<file path="src/sv/dopcs_pkg.sv">
// Shared types, constants and helper functions for the DRAM open-page
// command sequencer. No dependencies; every other file imports this package.
package dopcs_pkg;

	localparam int ROW_BITS      = 20;
	localparam int COLUMN_BITS   = 12;
	localparam int ARG_BITS      = 20;
	localparam int CFG_BITS      = 8;
	localparam int CFG_IDX_BITS  = 3;
	localparam int FIFO_DEPTH    = 4;
	localparam int FIFO_PTR_BITS = 2;
	localparam int NUM_SLOTS     = 9;
	localparam int SLOT_IDX_BITS = 4;

	typedef enum logic [2:0] {
		CMD_ACT  = 3'd0,
		CMD_RD   = 3'd1,
		CMD_WR   = 3'd2,
		CMD_PRE  = 3'd3,
		CMD_IDLE = 3'd4
	} dram_cmd_t;

	// configuration register indexes
	localparam logic [CFG_IDX_BITS-1:0] REG_ACTIVATE_IDLE  = 3'd0;
	localparam logic [CFG_IDX_BITS-1:0] REG_ROW_ACTIVE_MIN = 3'd1;
	localparam logic [CFG_IDX_BITS-1:0] REG_PRECHARGE_IDLE = 3'd2;
	localparam logic [CFG_IDX_BITS-1:0] REG_TURNAROUND     = 3'd3;
	localparam logic [CFG_IDX_BITS-1:0] REG_READ_PRE_MIN   = 3'd4;

	// command slots of one request, in emission order
	localparam logic [SLOT_IDX_BITS-1:0] SLOT_CLOSE_IDLE = 4'd0;
	localparam logic [SLOT_IDX_BITS-1:0] SLOT_PRE        = 4'd1;
	localparam logic [SLOT_IDX_BITS-1:0] SLOT_PRE_IDLE   = 4'd2;
	localparam logic [SLOT_IDX_BITS-1:0] SLOT_ACT        = 4'd3;
	localparam logic [SLOT_IDX_BITS-1:0] SLOT_ACT_IDLE   = 4'd4;
	localparam logic [SLOT_IDX_BITS-1:0] SLOT_TURN       = 4'd5;
	localparam logic [SLOT_IDX_BITS-1:0] SLOT_ACCESS     = 4'd6;
	localparam logic [SLOT_IDX_BITS-1:0] SLOT_LAST_IDLE  = 4'd7;
	localparam logic [SLOT_IDX_BITS-1:0] SLOT_LAST_PRE   = 4'd8;

	typedef logic [CFG_BITS-1:0] cyc_t;

	typedef struct packed {
		cyc_t activate_idle;
		cyc_t row_active_min;
		cyc_t precharge_idle;
		cyc_t turnaround;
		cyc_t read_pre_min;
	} cfg_t;

	typedef struct packed {
		logic [NUM_SLOTS-1:0]   slots;
		cyc_t                   close_idle;
		cyc_t                   last_idle;
		logic                   is_store;
		logic [ROW_BITS-1:0]    row;
		logic [COLUMN_BITS-1:0] col;
	} plan_t;

	typedef struct packed {
		logic en;
		cyc_t val;
	} wait_t;

	function automatic cyc_t sat_add(cyc_t a, cyc_t b);
		logic [CFG_BITS:0] sum;
		sum = {1'b0, a} + {1'b0, b};
		return sum[CFG_BITS] ? '1 : sum[CFG_BITS-1:0];
	endfunction

	// wait before precharge, from the last access kind and elapsed count
	function automatic wait_t close_wait(logic prev_read, cyc_t elapsed, cfg_t cfg);
		logic [CFG_BITS:0] sum;
		wait_t             w;
		sum   = {1'b0, elapsed} + {1'b0, cfg.read_pre_min};
		w.en  = 1'b1;
		w.val = cfg.row_active_min - elapsed;
		if (prev_read) begin
			if (sum > {1'b0, cfg.row_active_min}) begin
				w.val = cfg.read_pre_min;
			end
		end else if (elapsed >= cfg.row_active_min) begin
			w.en = 1'b0;
		end
		return w;
	endfunction

endpackage

</file>
<file path="src/sv/dopcs_req_if.sv">
// Request channel: valid/ready plus one load or store request.
// Depends on dopcs_pkg.
interface dopcs_req_if;
	import dopcs_pkg::*;

	logic                   valid;
	logic                   ready;
	logic                   command;
	logic [ROW_BITS-1:0]    row_address;
	logic [COLUMN_BITS-1:0] column_address;
	logic                   last_request;

	modport source (output valid, output command, output row_address,
		output column_address, output last_request, input ready);
	modport sink (input valid, input command, input row_address,
		input column_address, input last_request, output ready);
endinterface

</file>
<file path="src/sv/dopcs_cmd_if.sv">
// Command channel: valid/ready plus one DRAM command.
// Depends on dopcs_pkg.
interface dopcs_cmd_if;
	import dopcs_pkg::*;

	logic                valid;
	logic                ready;
	dram_cmd_t           dram_command;
	logic [ARG_BITS-1:0] argument;
	logic                last_of_run;

	modport source (output valid, output dram_command, output argument,
		output last_of_run, input ready);
	modport sink (input valid, input dram_command, input argument,
		input last_of_run, output ready);
endinterface

</file>
<file path="src/sv/dopcs_cfg_if.sv">
// Configuration write channel: valid/ready, register index and data.
// Depends on dopcs_pkg.
interface dopcs_cfg_if;
	import dopcs_pkg::*;

	logic                    valid;
	logic                    ready;
	logic [CFG_IDX_BITS-1:0] index;
	logic [CFG_BITS-1:0]     data;

	modport source (output valid, output index, output data, input ready);
	modport sink (input valid, input index, input data, output ready);
endinterface

</file>
<file path="src/sv/dopcs_front.sv">
// Front end: configuration registers, open-row tracking, and classification
// of each request into a command plan. Depends on dopcs_pkg and the interfaces.
module dopcs_front (
	input  logic              clk,
	input  logic              arst_n,
	dopcs_req_if.sink         req,
	dopcs_cfg_if.sink         cfg,
	output logic              push,
	output dopcs_pkg::plan_t  push_data,
	input  logic              full,
	output dopcs_pkg::cfg_t   cfg_regs
);
	import dopcs_pkg::*;

	cfg_t                cfg_q;
	logic                open_q;
	logic [ROW_BITS-1:0] row_q;
	logic                prev_read_q;
	cyc_t                elapsed_q;

	logic  hit;
	logic  turn;
	cyc_t  e1;
	cyc_t  e2;
	wait_t miss_w;
	wait_t last_w;
	plan_t plan;

	assign cfg.ready = 1'b1;
	assign req.ready = !full;
	assign push      = req.valid && !full;
	assign cfg_regs  = cfg_q;

	always_comb begin
		hit    = open_q && (req.row_address == row_q);
		turn   = hit && req.command && prev_read_q;
		miss_w = close_wait(prev_read_q, elapsed_q, cfg_q);
		if (!hit) begin
			e1 = sat_add(cfg_q.activate_idle, cyc_t'(1));
		end else if (turn) begin
			e1 = sat_add(elapsed_q, cfg_q.turnaround);
		end else begin
			e1 = elapsed_q;
		end
		e2     = sat_add(e1, cyc_t'(1));
		last_w = close_wait(!req.command, e2, cfg_q);

		plan                        = '0;
		plan.slots[SLOT_CLOSE_IDLE] = !hit && open_q && miss_w.en;
		plan.slots[SLOT_PRE]        = !hit && open_q;
		plan.slots[SLOT_PRE_IDLE]   = !hit && open_q;
		plan.slots[SLOT_ACT]        = !hit;
		plan.slots[SLOT_ACT_IDLE]   = !hit;
		plan.slots[SLOT_TURN]       = turn;
		plan.slots[SLOT_ACCESS]     = 1'b1;
		plan.slots[SLOT_LAST_IDLE]  = req.last_request && last_w.en;
		plan.slots[SLOT_LAST_PRE]   = req.last_request;
		plan.close_idle             = miss_w.val;
		plan.last_idle              = last_w.val;
		plan.is_store               = req.command;
		plan.row                    = req.row_address;
		plan.col                    = req.column_address;
	end

	assign push_data = plan;

	always_ff @(posedge clk or negedge arst_n) begin
		if (!arst_n) begin
			cfg_q.activate_idle  <= cyc_t'(11);
			cfg_q.row_active_min <= cyc_t'(30);
			cfg_q.precharge_idle <= cyc_t'(19);
			cfg_q.turnaround     <= cyc_t'(3);
			cfg_q.read_pre_min   <= cyc_t'(2);
		end else if (cfg.valid) begin
			case (cfg.index)
				REG_ACTIVATE_IDLE:  cfg_q.activate_idle  <= cfg.data;
				REG_ROW_ACTIVE_MIN: cfg_q.row_active_min <= cfg.data;
				REG_PRECHARGE_IDLE: cfg_q.precharge_idle <= cfg.data;
				REG_TURNAROUND:     cfg_q.turnaround     <= cfg.data;
				REG_READ_PRE_MIN:   cfg_q.read_pre_min   <= cfg.data;
				default: ;
			endcase
		end
	end

	always_ff @(posedge clk or negedge arst_n) begin
		if (!arst_n) begin
			open_q      <= 1'b0;
			row_q       <= '0;
			prev_read_q <= 1'b0;
			elapsed_q   <= '0;
		end else if (push) begin
			open_q      <= !req.last_request;
			row_q       <= req.row_address;
			prev_read_q <= !req.command;
			elapsed_q   <= req.last_request ? '0 : e2;
		end
	end

	a_closed_zero: assert property (@(posedge clk) disable iff (!arst_n)
		!open_q |-> elapsed_q == '0)
		else $error("elapsed count nonzero with no open row");

	a_last_closes: assert property (@(posedge clk) disable iff (!arst_n)
		push && req.last_request |=> !open_q)
		else $error("row left open after last request");

	a_plan_tail: assert property (@(posedge clk) disable iff (!arst_n)
		push && plan.slots[SLOT_ACT] |-> plan.slots[SLOT_ACT_IDLE] && !plan.slots[SLOT_TURN])
		else $error("activate planned without its idle, or with a turnaround");

endmodule

</file>
<file path="src/sv/dopcs_fifo.sv">
// Short plan queue between front and back end.
// Depends on dopcs_pkg.
module dopcs_fifo (
	input  logic             clk,
	input  logic             arst_n,
	input  logic             push,
	input  dopcs_pkg::plan_t wdata,
	output logic             full,
	input  logic             pop,
	output dopcs_pkg::plan_t rdata,
	output logic             empty
);
	import dopcs_pkg::*;

	plan_t                    mem_q [FIFO_DEPTH];
	logic [FIFO_PTR_BITS-1:0] wr_ptr_q;
	logic [FIFO_PTR_BITS-1:0] rd_ptr_q;
	logic [FIFO_PTR_BITS:0]   count_q;

	assign full  = count_q == (FIFO_PTR_BITS+1)'(FIFO_DEPTH);
	assign empty = count_q == '0;
	assign rdata = mem_q[rd_ptr_q];

	always_ff @(posedge clk) begin
		if (push) begin
			mem_q[wr_ptr_q] <= wdata;
		end
	end

	always_ff @(posedge clk or negedge arst_n) begin
		if (!arst_n) begin
			wr_ptr_q <= '0;
			rd_ptr_q <= '0;
			count_q  <= '0;
		end else begin
			if (push) begin
				wr_ptr_q <= wr_ptr_q + 1'b1;
			end
			if (pop) begin
				rd_ptr_q <= rd_ptr_q + 1'b1;
			end
			case ({push, pop})
				2'b10:   count_q <= count_q + 1'b1;
				2'b01:   count_q <= count_q - 1'b1;
				default: count_q <= count_q;
			endcase
		end
	end

	a_no_overflow: assert property (@(posedge clk) disable iff (!arst_n)
		!(push && full))
		else $error("plan queue overflow");

	a_no_underflow: assert property (@(posedge clk) disable iff (!arst_n)
		!(pop && empty))
		else $error("plan queue underflow");

endmodule

</file>
<file path="src/sv/dopcs_back.sv">
// Back end: expands one plan into DRAM commands, one per cycle unless cmd stalls,
// through an output register. Depends on dopcs_pkg and dopcs_cmd_if.
module dopcs_back (
	input  logic             clk,
	input  logic             arst_n,
	input  dopcs_pkg::cfg_t  cfg_regs,
	input  logic             empty,
	input  dopcs_pkg::plan_t rdata,
	output logic             pop,
	dopcs_cmd_if.source      cmd
);
	import dopcs_pkg::*;

	logic [NUM_SLOTS-1:0]     cur_slots_q;
	plan_t                    cur_q;
	logic                     o_valid_q;
	dram_cmd_t                o_cmd_q;
	logic [ARG_BITS-1:0]      o_arg_q;
	logic                     o_last_q;

	logic                     busy;
	logic                     advance;
	logic                     emit;
	logic [SLOT_IDX_BITS-1:0] sel_idx;
	logic [NUM_SLOTS-1:0]     rest;
	dram_cmd_t                n_cmd;
	logic [ARG_BITS-1:0]      n_arg;

	assign busy    = |cur_slots_q;
	assign advance = !o_valid_q || cmd.ready;
	assign emit    = advance && busy;
	assign pop     = !empty && (!busy || (emit && rest == '0));

	always_comb begin
		sel_idx = '0;
		for (int i = NUM_SLOTS - 1; i >= 0; i--) begin
			if (cur_slots_q[i]) begin
				sel_idx = SLOT_IDX_BITS'(i);
			end
		end
		rest = cur_slots_q & ~(NUM_SLOTS'(1) << sel_idx);

		case (sel_idx)
			SLOT_CLOSE_IDLE: begin
				n_cmd = CMD_IDLE;
				n_arg = ARG_BITS'(cur_q.close_idle);
			end
			SLOT_PRE, SLOT_LAST_PRE: begin
				n_cmd = CMD_PRE;
				n_arg = '0;
			end
			SLOT_PRE_IDLE: begin
				n_cmd = CMD_IDLE;
				n_arg = ARG_BITS'(cfg_regs.precharge_idle);
			end
			SLOT_ACT: begin
				n_cmd = CMD_ACT;
				n_arg = ARG_BITS'(cur_q.row);
			end
			SLOT_ACT_IDLE: begin
				n_cmd = CMD_IDLE;
				n_arg = ARG_BITS'(cfg_regs.activate_idle);
			end
			SLOT_TURN: begin
				n_cmd = CMD_IDLE;
				n_arg = ARG_BITS'(cfg_regs.turnaround);
			end
			SLOT_ACCESS: begin
				n_cmd = cur_q.is_store ? CMD_WR : CMD_RD;
				n_arg = ARG_BITS'(cur_q.col);
			end
			SLOT_LAST_IDLE: begin
				n_cmd = CMD_IDLE;
				n_arg = ARG_BITS'(cur_q.last_idle);
			end
			default: begin
				n_cmd = CMD_IDLE;
				n_arg = '0;
			end
		endcase
	end

	always_ff @(posedge clk or negedge arst_n) begin
		if (!arst_n) begin
			cur_slots_q <= '0;
			o_valid_q   <= 1'b0;
		end else begin
			if (pop) begin
				cur_slots_q <= rdata.slots;
			end else if (emit) begin
				cur_slots_q <= rest;
			end
			if (advance) begin
				o_valid_q <= busy;
			end
		end
	end

	always_ff @(posedge clk) begin
		if (pop) begin
			cur_q <= rdata;
		end
		if (emit) begin
			o_cmd_q  <= n_cmd;
			o_arg_q  <= n_arg;
			o_last_q <= rest == '0;
		end
	end

	assign cmd.valid        = o_valid_q;
	assign cmd.dram_command = o_cmd_q;
	assign cmd.argument     = o_arg_q;
	assign cmd.last_of_run  = o_last_q;

	a_plan_has_access: assert property (@(posedge clk) disable iff (!arst_n)
		pop |=> cur_slots_q[SLOT_ACCESS])
		else $error("plan loaded without an access");

	a_act_not_last: assert property (@(posedge clk) disable iff (!arst_n)
		o_valid_q && o_cmd_q == CMD_ACT |-> !o_last_q)
		else $error("activate marked as last of run");

	a_last_kind: assert property (@(posedge clk) disable iff (!arst_n)
		o_valid_q && o_last_q |->
			o_cmd_q == CMD_RD || o_cmd_q == CMD_WR || o_cmd_q == CMD_PRE)
		else $error("run ends on an unexpected command");

endmodule

</file>
<file path="src/sv/dram_open_page_command_sequencer.sv">
// Top level of the DRAM open-page command sequencer.
// Depends on dopcs_pkg, the channel interfaces, dopcs_front, dopcs_fifo, dopcs_back.
//
// Usage:
//   req  - load/store requests (row, column, last mark); a transfer happens
//          when valid and ready are both high. Ready drops only when the
//          four-entry plan queue is full.
//   cmd  - DRAM commands, one transfer per cycle at most, each with its
//          argument and a last_of_run flag on the final command of a request.
//   cfg  - register writes (index, data); always ready. Write only while idle.
// Path: a request passes through the plan queue, the back end's current plan
//   register and the output register before its first command is valid.
// Commands: one per cycle on cmd while cmd.ready allows; a request causes from
//   1 (a row hit without turnaround or last mark) up to 8 (a row miss marked last).
//   The command expander in the back end produces them.
// Reset: no row open, elapsed count zero, registers at their defaults,
//   queue and output empty.
// Stall: when cmd.ready is low the output holds; the front keeps taking
//   requests until the queue fills.
module dram_open_page_command_sequencer (
	input  logic        clk,
	input  logic        arst_n,
	dopcs_req_if.sink   req,
	dopcs_cmd_if.source cmd,
	dopcs_cfg_if.sink   cfg
);
	import dopcs_pkg::*;

	logic  push;
	plan_t push_data;
	logic  full;
	logic  pop;
	plan_t rdata;
	logic  empty;
	cfg_t  cfg_regs;

	dopcs_front u_front (
		.clk       (clk),
		.arst_n    (arst_n),
		.req       (req),
		.cfg       (cfg),
		.push      (push),
		.push_data (push_data),
		.full      (full),
		.cfg_regs  (cfg_regs)
	);

	dopcs_fifo u_fifo (
		.clk    (clk),
		.arst_n (arst_n),
		.push   (push),
		.wdata  (push_data),
		.full   (full),
		.pop    (pop),
		.rdata  (rdata),
		.empty  (empty)
	);

	dopcs_back u_back (
		.clk      (clk),
		.arst_n   (arst_n),
		.cfg_regs (cfg_regs),
		.empty    (empty),
		.rdata    (rdata),
		.pop      (pop),
		.cmd      (cmd)
	);

endmodule
</file>
<file path="src/flat_wrapper.sv">
// flat-port wrapper written by rule: the top's interface ports become plain ports
module dram_open_page_command_sequencer_flat import dopcs_pkg::*;
  (clk, arst_n, req_valid, req_command, req_row_address, req_column_address, req_last_request, req_ready, cmd_valid, cmd_dram_command, cmd_argument, cmd_last_of_run, cmd_ready, cfg_valid, cfg_index, cfg_data, cfg_ready);
  dopcs_req_if req_i ();
  dopcs_cmd_if cmd_i ();
  dopcs_cfg_if cfg_i ();
  input  logic clk;
  input  logic arst_n;
  input wire logic [$bits(req_i.valid)-1:0] req_valid;
  input wire logic [$bits(req_i.command)-1:0] req_command;
  input wire logic [$bits(req_i.row_address)-1:0] req_row_address;
  input wire logic [$bits(req_i.column_address)-1:0] req_column_address;
  input wire logic [$bits(req_i.last_request)-1:0] req_last_request;
  output wire logic [$bits(req_i.ready)-1:0] req_ready;
  output wire logic [$bits(cmd_i.valid)-1:0] cmd_valid;
  output wire logic [$bits(cmd_i.dram_command)-1:0] cmd_dram_command;
  output wire logic [$bits(cmd_i.argument)-1:0] cmd_argument;
  output wire logic [$bits(cmd_i.last_of_run)-1:0] cmd_last_of_run;
  input wire logic [$bits(cmd_i.ready)-1:0] cmd_ready;
  input wire logic [$bits(cfg_i.valid)-1:0] cfg_valid;
  input wire logic [$bits(cfg_i.index)-1:0] cfg_index;
  input wire logic [$bits(cfg_i.data)-1:0] cfg_data;
  output wire logic [$bits(cfg_i.ready)-1:0] cfg_ready;
  assign req_i.valid = req_valid;
  assign req_i.command = req_command;
  assign req_i.row_address = req_row_address;
  assign req_i.column_address = req_column_address;
  assign req_i.last_request = req_last_request;
  assign req_ready = req_i.ready;
  assign cmd_valid = cmd_i.valid;
  assign cmd_dram_command = cmd_i.dram_command;
  assign cmd_argument = cmd_i.argument;
  assign cmd_last_of_run = cmd_i.last_of_run;
  assign cmd_i.ready = cmd_ready;
  assign cfg_i.valid = cfg_valid;
  assign cfg_i.index = cfg_index;
  assign cfg_i.data = cfg_data;
  assign cfg_ready = cfg_i.ready;
  dram_open_page_command_sequencer u_core (.clk(clk), .arst_n(arst_n), .req(req_i), .cmd(cmd_i), .cfg(cfg_i));
endmodule
</file>
<file path="config.mk">
export PLATFORM = sky130hd
export DESIGN_NAME = dram_open_page_command_sequencer_flat
export DESIGN_NICKNAME = d
export VERILOG_FILES = /design/src/sv/dopcs_pkg.sv /design/src/sv/dopcs_req_if.sv /design/src/sv/dopcs_cmd_if.sv /design/src/sv/dopcs_cfg_if.sv /design/src/sv/dopcs_front.sv /design/src/sv/dopcs_fifo.sv /design/src/sv/dopcs_back.sv /design/src/sv/dram_open_page_command_sequencer.sv /design/src/flat_wrapper.sv
export SDC_FILE = /design/constraint.sdc
export NUM_CORES = 1
export LEC_CHECK = 0
export BUFFER_PORTS_ARGS = -buffer_cell sky130_fd_sc_hd__buf_2
export CAP_MARGIN = 20
export CORE_MARGIN = 10
export CORE_UTILIZATION = 25
export CTS_BUF_LIST = sky130_fd_sc_hd__clkbuf_16
export DETAILED_ROUTE_END_ITERATION = 6
export PLACE_DENSITY_LB_ADDON = 0.25
export REMOVE_ABC_BUFFERS = 1
export SLEW_MARGIN = 10
export SYNTH_ARGS = -nofsm -noshare
export SYNTH_HDL_FRONTEND = slang
export SYNTH_SLANG_ARGS = --single-unit
</file>
<file path="constraint.sdc">
create_clock -name clk -period 11.5 [get_ports clk]
set_clock_uncertainty 0.05 [all_clocks]
set_input_delay 2.3 -clock clk [delete_from_list [all_inputs] [get_ports clk]]
set_output_delay 2.3 -clock clk [all_outputs]
set_load 0.03 [all_outputs]
</file>
==> results of run 1 <==
[power groups by stage]
stage                     Sequential (mW)  Combinational [mW]  Clock [mW]
after floorplan                      2.35                1.37           0
after global placement               2.31                2.17           0
after detailed placement             2.32                2.19           0
after CTS                            2.30                2.20        1.42
after global routing                 2.33                2.38        1.48
final                                2.29                2.17        1.38
[flip-flops by register name, summed over array words and instances, names as in the netlist]
signal and count:
u_core.u_fifo.mem_q 220, u_core.u_back.cur_q 49, u_core.u_front.cfg_regs 40, u_core.u_back.cmd.argument 20
u_core.u_front.row_q 20, u_core.u_back.cur_slots_q 9, u_core.u_front.elapsed_q 8, u_core.u_back.cmd.dram_command 3
u_core.u_fifo.count_q 3, u_core.u_fifo.rd_ptr_q 2, u_core.u_fifo.wr_ptr_q 2, u_core.u_back.cmd.last_of_run 1
u_core.u_back.cmd.valid 1, u_core.u_front.open_q 1, u_core.u_front.prev_read_q 1
[through the flow]
| step | instances | util, % | power (mW) | area (um^2) | worst slack (ns) |
|---|---|---|---|---|---|
| 2_1_floorplan | 1083 | - | 3.72 | 17100 | 3.37 |
| 3_3_place_gp | 2056 | 27.4 | 4.48 | 18800 | 1.85 |
| 3_5_place_dp | 2057 | 27.4 | 4.51 | 18800 | 1.93 |
| 4_1_cts | 2136 | 29.5 | 5.91 | 20200 | 2.52 |
| 5_1_grt | 2137 | 29.6 | 6.19 | 20200 | 2.07 |
| 6_report | 2139 | 29.6 | 5.84 | 20200 | 2.52 |
[worst reg2reg max path: cells and delay by family (launching register included)]
family,cells,cell delay [ns]
adders and majority gates,3,0.75
AOI/OAI and AO/OA,10,2.16
muxes,1,0.37
and+or+nand+nor,9,2.71
buffers and inverters,3,0.50
DFF,1,0.39
xor gates and xnor gates,2,0.30
[worst max path at each step]
stage | from | end | slack (ns) | cells after the start
after floorplan | req_row_address[7] | u_core.u_fifo.mem_q[0][34]$_DFFE_PP_ | 3.37 | 27
after global placement | req_row_address[7] | u_core.u_fifo.mem_q[2][40]$_DFFE_PP_ | 1.85 | 28
after detailed placement | req_row_address[7] | u_core.u_fifo.mem_q[2][34]$_DFFE_PP_ | 1.93 | 29
after CTS | req_row_address[7] | u_core.u_fifo.mem_q[2][35]$_DFFE_PP_ | 2.52 | 29
after global routing | req_row_address[7] | u_core.u_fifo.mem_q[2][35]$_DFFE_PP_ | 2.07 | 29
final | req_row_address[7] | u_core.u_fifo.mem_q[2][35]$_DFFE_PP_ | 2.52 | 29
[layout make-up]
cell class                      count  share of cell area [%]
Clock buffer                       47                    5.81
Tap cell                          882                    5.45
Antenna cell                        2                  0.0247
Timing Repair Buffer               93                    2.63
Clock inverter                     32                    1.30
Sequential cell                   380                    54.3
Multi-Input combinational cell    652                    29.5
Inverter                           51                   0.946
[cell usage after synthesis, drive strengths merged (7+ instances only)]
master	number	area share (%)
a21o	19	0.83
a21oi	28	0.83
a222oi	8	0.46
a22o	9	0.46
a31oi	11	0.49
and2	15	0.55
and3	10	0.36
buf	10	0.30
clkbuf	22	0.48
dfrtp	74	11
dfstp	13	2.0
edfxtp	293	51
ha	65	4.7
inv	51	1.1
mux2	65	4.2
mux2i	19	1.1
mux4	53	6.9
nand2	69	1.5
nand2b	8	0.29
nand3	10	0.35
nand4	12	0.44
nor2	28	0.61
nor2b	10	0.36
nor3	15	0.50
o2111ai	9	0.46
o21a	11	0.48
o21ai	49	1.4
o21bai	7	0.30
o22ai	8	0.37
xnor2	29	1.5
xor2	24	1.2
[cell families after synthesis]
family          count (synthesis)  synth area share (%)
mux                           137                  12.3
other cells                     1                0.0217
compound gates                188                  7.79
fa+ha+maj                      71                  5.41
simple gates                  202                  6.17
buf+inv                        83                  1.89
xor+xnor                       53                  2.69
flops                         380                  63.8
[metal layers]
metal | up-vias | track usage, % | routed length [um]
li1 | 4529 | - | -
met1 | 5166 | 15.5 | 21300
met2 | 222 | 18.3 | 21500
met3 | 60 | 2.51 | 2460
met4 | 6 | 2.10 | 644
met5 | - | 0 | 34
==> metrics.cfg, run 1 <==
[power_and_ir_drop]
power_leakage_nw = 7.43
comb_power_share_pct = 37.2
power_switching_mw = 2.09
power.density_mw_per_mm2 = 288
swShare_pct = 35.7
pwr-share-clk_pct = 23.6
seq_power_share_pct = 39.2
ir_worst_vdd_mv = 0.128
internal-power_mw = 3.75

[routing]
antenna_left = 0
viasPerCell = 4.67
first_iter_violations = 825
num_vias = 9983
route.detailed.drc = 0
drt_wl_total_mm = 45.9
wire_per_inst_um = 21.5
first_pass_iters = 7

[floorplan]
start_util_pct = 25.2
die_w_um = 283
num_rows = 96
boundaryPins = 77
die-area_mm2 = 0.0799
die_h_um = 283
core_mm2 = 0.0685

[clock_tree]
cts_root_buf = clkbuf_16
clkLatencyLatePin_ns = 0.55
cts_setup_buffers = 0
path_clk_slew_ns = 0.05
holdBufCountCts = 0
cts_tree = built
cts_resized = 0
numCtsBuffers = 43
cts_max_level = 2
cts.sinks = 380
clk_path_buf_depth = 3

[yosys]
synthesis.area_mm2 = 0.0172
synth_edf_count = 293
seq_area_frac_synth_pct = 63.8
synthArstFlopShare_pct = 22.9
ys_ff_latch = 380
ys_types = 77
yosysWarnings = 0
postSynthCellCount = 1115
syn_avg_cell_area_um2 = 15.5
synth_flop_cell = edfxtp_1

[finish]
multiInputGateArea_mm2 = 0.00598
final_common_cell = edfxtp_1
register_area_mm2 = 0.0110
fin_nets = 1342
area_growth_pct = 17.4
nFillCells = 6926
drive_gt1_share_pct = 25.6
final_cell_mix = edfxtp_1, buf_2, dfrtp_1

[setup_path]
arrival_ns = 9.22
crit_buf_inv = 4
crit_type = primary input to flop
path_common_cell = a21o_1
worst_ep_required_time_ns = 11.74
worst_setup_path_start_kind = primary input
r2r_start = u_core.u_front.row_q[7]$_DFFE_PN0P_
r2r_setup_slack_ns = 4.00
reg2reg_to = u_core.u_fifo.mem_q[2][35]$_DFFE_PP_
critPathCaptureType = flop
cp_max_fo = 9
cpMaxStageDelayCell = nor4_1
path_delay_family = simple AND/OR/NAND/NOR gates
max_stage_delay_ns = 0.67
r2r_cells = 28

[timing]
min_period_ns = 8.98
min_period_over_period_pct = 78.1
setup_violations = 0
maxSlewHeadroom_pct = 24.7
hold_ws_ns = 0.456
finalHoldViolations = 0
fmax_ghz = 0.111
worst_pin_slew_ns = 1.12
slew_viol_final = 0
tns_ns = 0
rsz0062_at_grt = false

[global_route]
groute.usage.overall_pct = 11.4
grt_pass1_vias = 10228
grt_max_degree = 59
grt_pass1_wl_mm = 67.7
gr-total-overflow = 0
grt_antenna_before_repair = 6

[worst_hold_path]
min_path_cells = 1
min_to = u_core.u_fifo.count_q[0]$_DFFE_PN0P_
hp-class = flop to flop
hp-start = u_core.u_fifo.count_q[0]$_DFFE_PN0P_

[place]
port_buffers = 75
place_congestion = 0.893
place_hpwl_mm = 30.4

[run]
drv_cap = 0

[outcome]
status = complete, no violations

(Power assumes the default switching activity.)
==> run 2, diff against run 1 <==
==> constraint.sdc (replaced) <==
create_clock -name clk -period 7.5 [get_ports clk]
set_clock_uncertainty 0.05 [all_clocks]
set_input_delay 1.5 -clock clk [delete_from_list [all_inputs] [get_ports clk]]
set_output_delay 1.5 -clock clk [all_outputs]
set_load 0.03 [all_outputs]
==> run 2 against run 1 <==
Effect of this change: non-clock buffer count is 27 higher; combinational power rose by 54%; setup slack worse by 1.8 ns; final area up 0.87%; critical endpoint is now u_core.u_fifo.mem_q[2][33]$_DFFE_PP_.
==> metrics.cfg, run 2 (synthesis gave the netlist of run 1 again) <==
[setup_path]
r2r_setup_slack_ns = 0.85  ; -3.15 ns
cp_max_fo = 8  ; -1
cpMaxStageDelayCell = or3_1
critPathCaptureType = flop
worst_ep_required_time_ns = 7.81  ; -3.93 ns
arrival_ns = 7.06  ; -2.16 ns
r2r_start = u_core.u_front.elapsed_q[0]$_DFFE_PN0P_
r2r_cells = 30  ; +7.1%
max_stage_delay_ns = 0.41  ; -0.26 ns
crit_type = primary input to flop
reg2reg_to = u_core.u_fifo.mem_q[2][33]$_DFFE_PP_
path_common_cell = a21o_1
worst_setup_path_start_kind = primary input

[finish]
final_cell_mix = edfxtp_1, buf_2, dfrtp_1
largest_reg_flops = 220  ; unchanged
utilization_pct = 29.8  ; +0.26 points
regMostFlops = u_core.u_fifo.mem_q
fin_nets = 1368  ; +1.9%
nFillCells = 6858  ; -0.98%
design_area_mm2 = 0.0204  ; +0.87%
final_common_cell = edfxtp_1
multiInputGateArea_mm2 = 0.00597  ; -0.15%
area_growth_pct = 18.4
register_area_mm2 = 0.0110  ; unchanged
drive_gt1_share_pct = 27.1  ; +1.5 points

[floorplan]
num_rows = 96  ; unchanged
start_util_pct = 25.2  ; unchanged
die_h_um = 283  ; unchanged
die_w_um = 283  ; unchanged
boundaryPins = 77  ; unchanged
die-area_mm2 = 0.0799  ; unchanged
core_mm2 = 0.0685  ; unchanged

[clock_tree]
path_clk_slew_ns = 0.06  ; about the same
cts.sinks = 380  ; unchanged
clkLatencyLatePin_ns = 0.56  ; about the same
numCtsBuffers = 42  ; -2.3%
holdBufCountCts = 0  ; unchanged
cts_max_level = 2  ; unchanged
clk_path_buf_depth = 3  ; unchanged
cts_root_buf = clkbuf_16
cts_resized = 0  ; unchanged
cts_setup_buffers = 0  ; unchanged
cts_tree = built

[power_and_ir_drop]
power.density_mw_per_mm2 = 440  ; +53%
power_leakage_nw = 7.58  ; +1.9%
ir_worst_vdd_mv = 0.210  ; +65%
total_power_mw = 8.98  ; +54%

[global_route]
grt_antenna_before_repair = 3  ; -3
grt_max_degree = 56  ; -5.1%
grt_pass1_vias = 10220  ; -0.078%
gr-total-overflow = 0  ; unchanged
grt_pass1_wl_mm = 68.8  ; +1.6%
groute.usage.overall_pct = 11.6  ; +0.25 points

[timing]
setup_violations = 0  ; unchanged
maxSlewHeadroom_pct = 29.5  ; +4.8 points
tns_ns = 0  ; unchanged
rsz0062_at_grt = false
min_period_over_period_pct = 90.1
worst_pin_slew_ns = 1.06  ; -0.0613 ns
slew_viol_final = 0  ; unchanged
worst_slack_ns = 0.745  ; -1.77 ns
fmax_ghz = 0.148
min_period_ns = 6.76
finalHoldViolations = 0  ; unchanged

[routing]
first_iter_violations = 548  ; -34%
num_vias = 9903  ; -0.80%
antenna_left = 0  ; unchanged
first_pass_iters = 5  ; -2
route.detailed.drc = 0  ; unchanged
viasPerCell = 4.58  ; -1.9%
drt_wl_total_mm = 46.4  ; +1.1%
wire_per_inst_um = 21.5  ; about the same

[place]
pre_cts_slack_ns = 0.144  ; -1.79 ns
place_congestion = 0.882  ; -1.2%
port_buffers = 75  ; unchanged
place_area_mm2 = 0.0190  ; +0.99%
place_hpwl_mm = 30.7  ; +0.95%

[run]
drv_cap = 0  ; unchanged

[worst_hold_path]
min_path_cells = 1  ; unchanged
hp-class = flop to flop
min_to = u_core.u_fifo.count_q[0]$_DFFE_PN0P_
hp-start = u_core.u_fifo.count_q[0]$_DFFE_PN0P_

[outcome]
status = complete, no violations

-- run 2: per-stage QoR --
| step | cells | hold slack [ns] |
|---|---|---|
| 3_3_place_gp | 2083 | 0.437 |
| 2_1_floorplan | 1083 | 0.414 |
| 6_report | 2164 | 0.457 |
| 5_1_grt | 2163 | 0.467 |
| 3_5_place_dp | 2083 | 0.447 |
| 4_1_cts | 2161 | 0.459 |
-- run 2: worst max-delay path by stage --
stage / startpoint / endpoint / slack (ns)
final: req_row_address[7] / u_core.u_fifo.mem_q[2][33]$_DFFE_PP_ / 0.74
after global routing: req_row_address[7] / u_core.u_fifo.mem_q[2][33]$_DFFE_PP_ / 0.29
after CTS: req_row_address[7] / u_core.u_fifo.mem_q[2][33]$_DFFE_PP_ / 0.76
after detailed placement: req_row_address[7] / u_core.u_fifo.mem_q[1][33]$_DFFE_PP_ / 0.14
after global placement: req_row_address[7] / u_core.u_fifo.mem_q[0][35]$_DFFE_PP_ / 0.25
after floorplan: req_row_address[7] / u_core.u_fifo.mem_q[0][34]$_DFFE_PP_ / 0.17
-- run 2: power breakdown --
group / internal [mW] / total (mW) / switching, mW
Sequential: 3.16 / 3.51 / 0.343
Clock: 1.29 / 2.12 / 0.837
Combinational: 1.36 / 3.35 / 1.99
-- run 2: worst max-delay path: cells and delay by family --
family / cells / cell delay, ns
mux: 1 / 0.27
fa+ha+maj: 3 / 0.72
xor+xnor: 2 / 0.23
buf+inv: 6 / 0.80
simple gates: 9 / 1.95
compound gates: 10 / 1.54
-- run 2: per-layer routing --
metal / part of all wire [%] / track usage (%)
met4: 1.9 / 3.11
met2: 46 / 18.1
met3: 5.1 / 2.32
met5: 0.054 / 0
met1: 47 / 16.2
-- run 2: cell type report --
class / count / area share [%]
sequential: 380 / 53.9
multi-input combinational: 652 / 29.2
clock buffer: 45 / 5.51
tap: 882 / 5.40
timing repair buffer: 120 / 3.60
clock inverter: 33 / 1.46
inverter: 51 / 0.937
antenna: 1 / 0.0123
==> run 3, diff against run 2 <==
==> constraint.sdc (replaced) <==
create_clock -name clk -period 6.16 [get_ports clk]
set_clock_uncertainty 0.05 [all_clocks]
set_input_delay 1.232 -clock clk [delete_from_list [all_inputs] [get_ports clk]]
set_output_delay 1.232 -clock clk [all_outputs]
set_load 0.03 [all_outputs]
==> run 3 against run 2 <==
Effect of this change: non-clock buffer count increased by 74; register-to-register slack got worse by 0.70 ns; sequential power increased by 21%; routed wire length increased by 1.4%; flip-flop and latch count unchanged; sequential share of layout area decreased by 1.5 points; final cell count increased by 3.2%; setup slack got worse by 0.66 ns; total power increased by 23%; core utilization increased by 0.84 points; largest cell class unchanged.
==> metrics.cfg, run 3 (synthesis gave the netlist of run 1 again) <==
[outcome]
status = complete, no violations

[finish]
area_growth_pct = 21.8
final_cell_mix = edfxtp_1, buf_4, buf_2
regMostFlops = u_core.u_fifo.mem_q
register_area_mm2 = 0.0110  ; unchanged
fin_nets = 1440  ; +5.3%
multiInputGateArea_mm2 = 0.00612  ; +2.6%
drive_gt1_share_pct = 32.7  ; +5.6 points
largest_reg_flops = 220  ; unchanged
final_cells = 2234  ; +3.2%
nFillCells = 6825  ; -0.48%
final_common_cell = edfxtp_1
utilization_pct = 30.7  ; +0.84 points

[setup_path]
path_common_cell = a21o_1
critPathCaptureType = flop
max_stage_delay_ns = 0.33  ; -0.08 ns
crit_type = primary input to flop
cp_max_fo = 8  ; unchanged
cpMaxStageDelayCell = or3_4
r2r_cells = 29  ; -3.3%
worst_setup_path_start_kind = primary input
worst_ep_required_time_ns = 6.41  ; -1.40 ns
arrival_ns = 6.33  ; -0.73 ns

[routing]
num_vias = 10327  ; +4.3%
drt_wl_total_mm = 47.1  ; +1.4%
route.detailed.drc = 0  ; unchanged
wire_per_inst_um = 21.1  ; -1.8%
first_pass_iters = 6  ; +1
viasPerCell = 4.62  ; +1.0%
antenna_left = 0  ; unchanged
first_iter_violations = 675  ; +23%

[clock_tree]
cts.sinks = 380  ; unchanged
cts_root_buf = clkbuf_16
clkLatencyLatePin_ns = 0.56  ; about the same
cts_max_level = 2  ; unchanged
numCtsBuffers = 40  ; -4.8%
path_clk_slew_ns = 0.06  ; about the same
cts_tree = built
clk_path_buf_depth = 3  ; unchanged

[global_route]
groute.usage.overall_pct = 11.8  ; +0.22 points
gr-total-overflow = 0  ; unchanged
grt_antenna_before_repair = 3  ; unchanged
grt_pass1_wl_mm = 71.0  ; +3.2%
grt_pass1_vias = 11020  ; +7.8%
grt_max_degree = 60  ; +7.1%

[timing]
min_period_over_period_pct = 98.7
slew_viol_final = 0  ; unchanged
worst_pin_slew_ns = 1.04  ; -0.0163 ns
min_period_ns = 6.08
setup_violations = 0  ; unchanged
rsz0062_at_grt = true
finalHoldViolations = 0  ; unchanged
tns_ns = 0  ; unchanged
maxSlewHeadroom_pct = 30.3  ; +0.79 points
worst_slack_ns = 0.0829  ; -0.662 ns
fmax_ghz = 0.165

[place]
place_congestion = 0.852  ; -3.4%
port_buffers = 75  ; unchanged
pre_cts_slack_ns = -0.945  ; -1.09 ns
placed_cells = 2150  ; +3.2%
place_hpwl_mm = 32.9  ; +7.2%

[floorplan]
core_mm2 = 0.0685  ; unchanged
start_util_pct = 25.2  ; unchanged
die-area_mm2 = 0.0799  ; unchanged
num_rows = 96  ; unchanged
die_w_um = 283  ; unchanged
boundaryPins = 77  ; unchanged
die_h_um = 283  ; unchanged

[power_and_ir_drop]
ir_worst_vdd_mv = 0.228  ; +8.6%
power.density_mw_per_mm2 = 524  ; +19%
power_leakage_nw = 7.88  ; +3.9%

[worst_hold_path]
min_path_cells = 1  ; unchanged
hp-class = flop to flop

[run]
drv_cap = 0  ; unchanged

run 3: path summary, 6_finish.rpt:
kind                                                   startpoint                                      end  slack, ns
min reg2reg                  u_core.u_fifo.count_q[2]$_DFFE_PN0P_     u_core.u_fifo.count_q[2]$_DFFE_PN0P_       0.45
min                          u_core.u_fifo.count_q[2]$_DFFE_PN0P_     u_core.u_fifo.count_q[2]$_DFFE_PN0P_       0.45
min in group asynchronous                                  arst_n    u_core.u_fifo.wr_ptr_q[0]$_DFFE_PN0P_       0.76
max reg2reg                u_core.u_front.cfg_regs[8]$_DFFE_PN1P_     u_core.u_fifo.mem_q[3][40]$_DFFE_PP_       0.15
max                                           req_row_address[12]     u_core.u_fifo.mem_q[3][40]$_DFFE_PP_       0.08
max in group asynchronous                                  arst_n  u_core.u_front.cfg_regs[33]$_DFFE_PN1P_       4.25
run 3: through the flow:
step / hold slack, ns / total power, mW / cell area, um^2
2_1_floorplan: 0.414 / 6.94 / 17100
3_3_place_gp: 0.437 / 8.58 / 19500
3_5_place_dp: 0.440 / 8.64 / 19500
4_1_cts: 0.447 / 11.1 / 20900
5_1_grt: 0.487 / 11.7 / 21000
6_report: 0.447 / 11.0 / 21000
run 3: power breakdown:
group / total, mW / switching (mW) / internal, mW
Clock: 2.37 / 1.01 / 1.36
Combinational: 4.40 / 2.53 / 1.87
Sequential: 4.24 / 0.390 / 3.85
run 3: layout make-up:
cell class              count  area share [%]
repair buffers            194            6.16
clock buffers              42            5.01
well taps                 882            5.26
multi-input cells         652            29.2
clock inverters            32            1.11
diodes                      1          0.0119
inverters                  51           0.912
flip-flops and latches    380            52.4
run 3: routing by layer:
metal	GRT usage, %	wire (um)	vias up
met2	19.4	22400	187
met4	3.42	1070	4
met1	15.9	21900	5342
li1	-	-	4733
met5	0	23	-
met3	1.89	1690	61
run 3: critical path, delay by kind of cell:
family	cells	cell delay, ns
AND/OR/NAND/NOR	9	1.75
AO/OA/AOI/OAI	10	1.50
adder cells (fa/ha/maj)	3	0.70
buffers and inverters	5	0.59
multiplexers	1	0.33
XOR/XNOR	2	0.23
run 3: what timing repair did:
action,4_1_cts,5_1_grt
hold buffers,0,0
resized for setup,16,17
setup endpoints to repair,32,36
buffers inserted,5,2
pin swaps,15,20
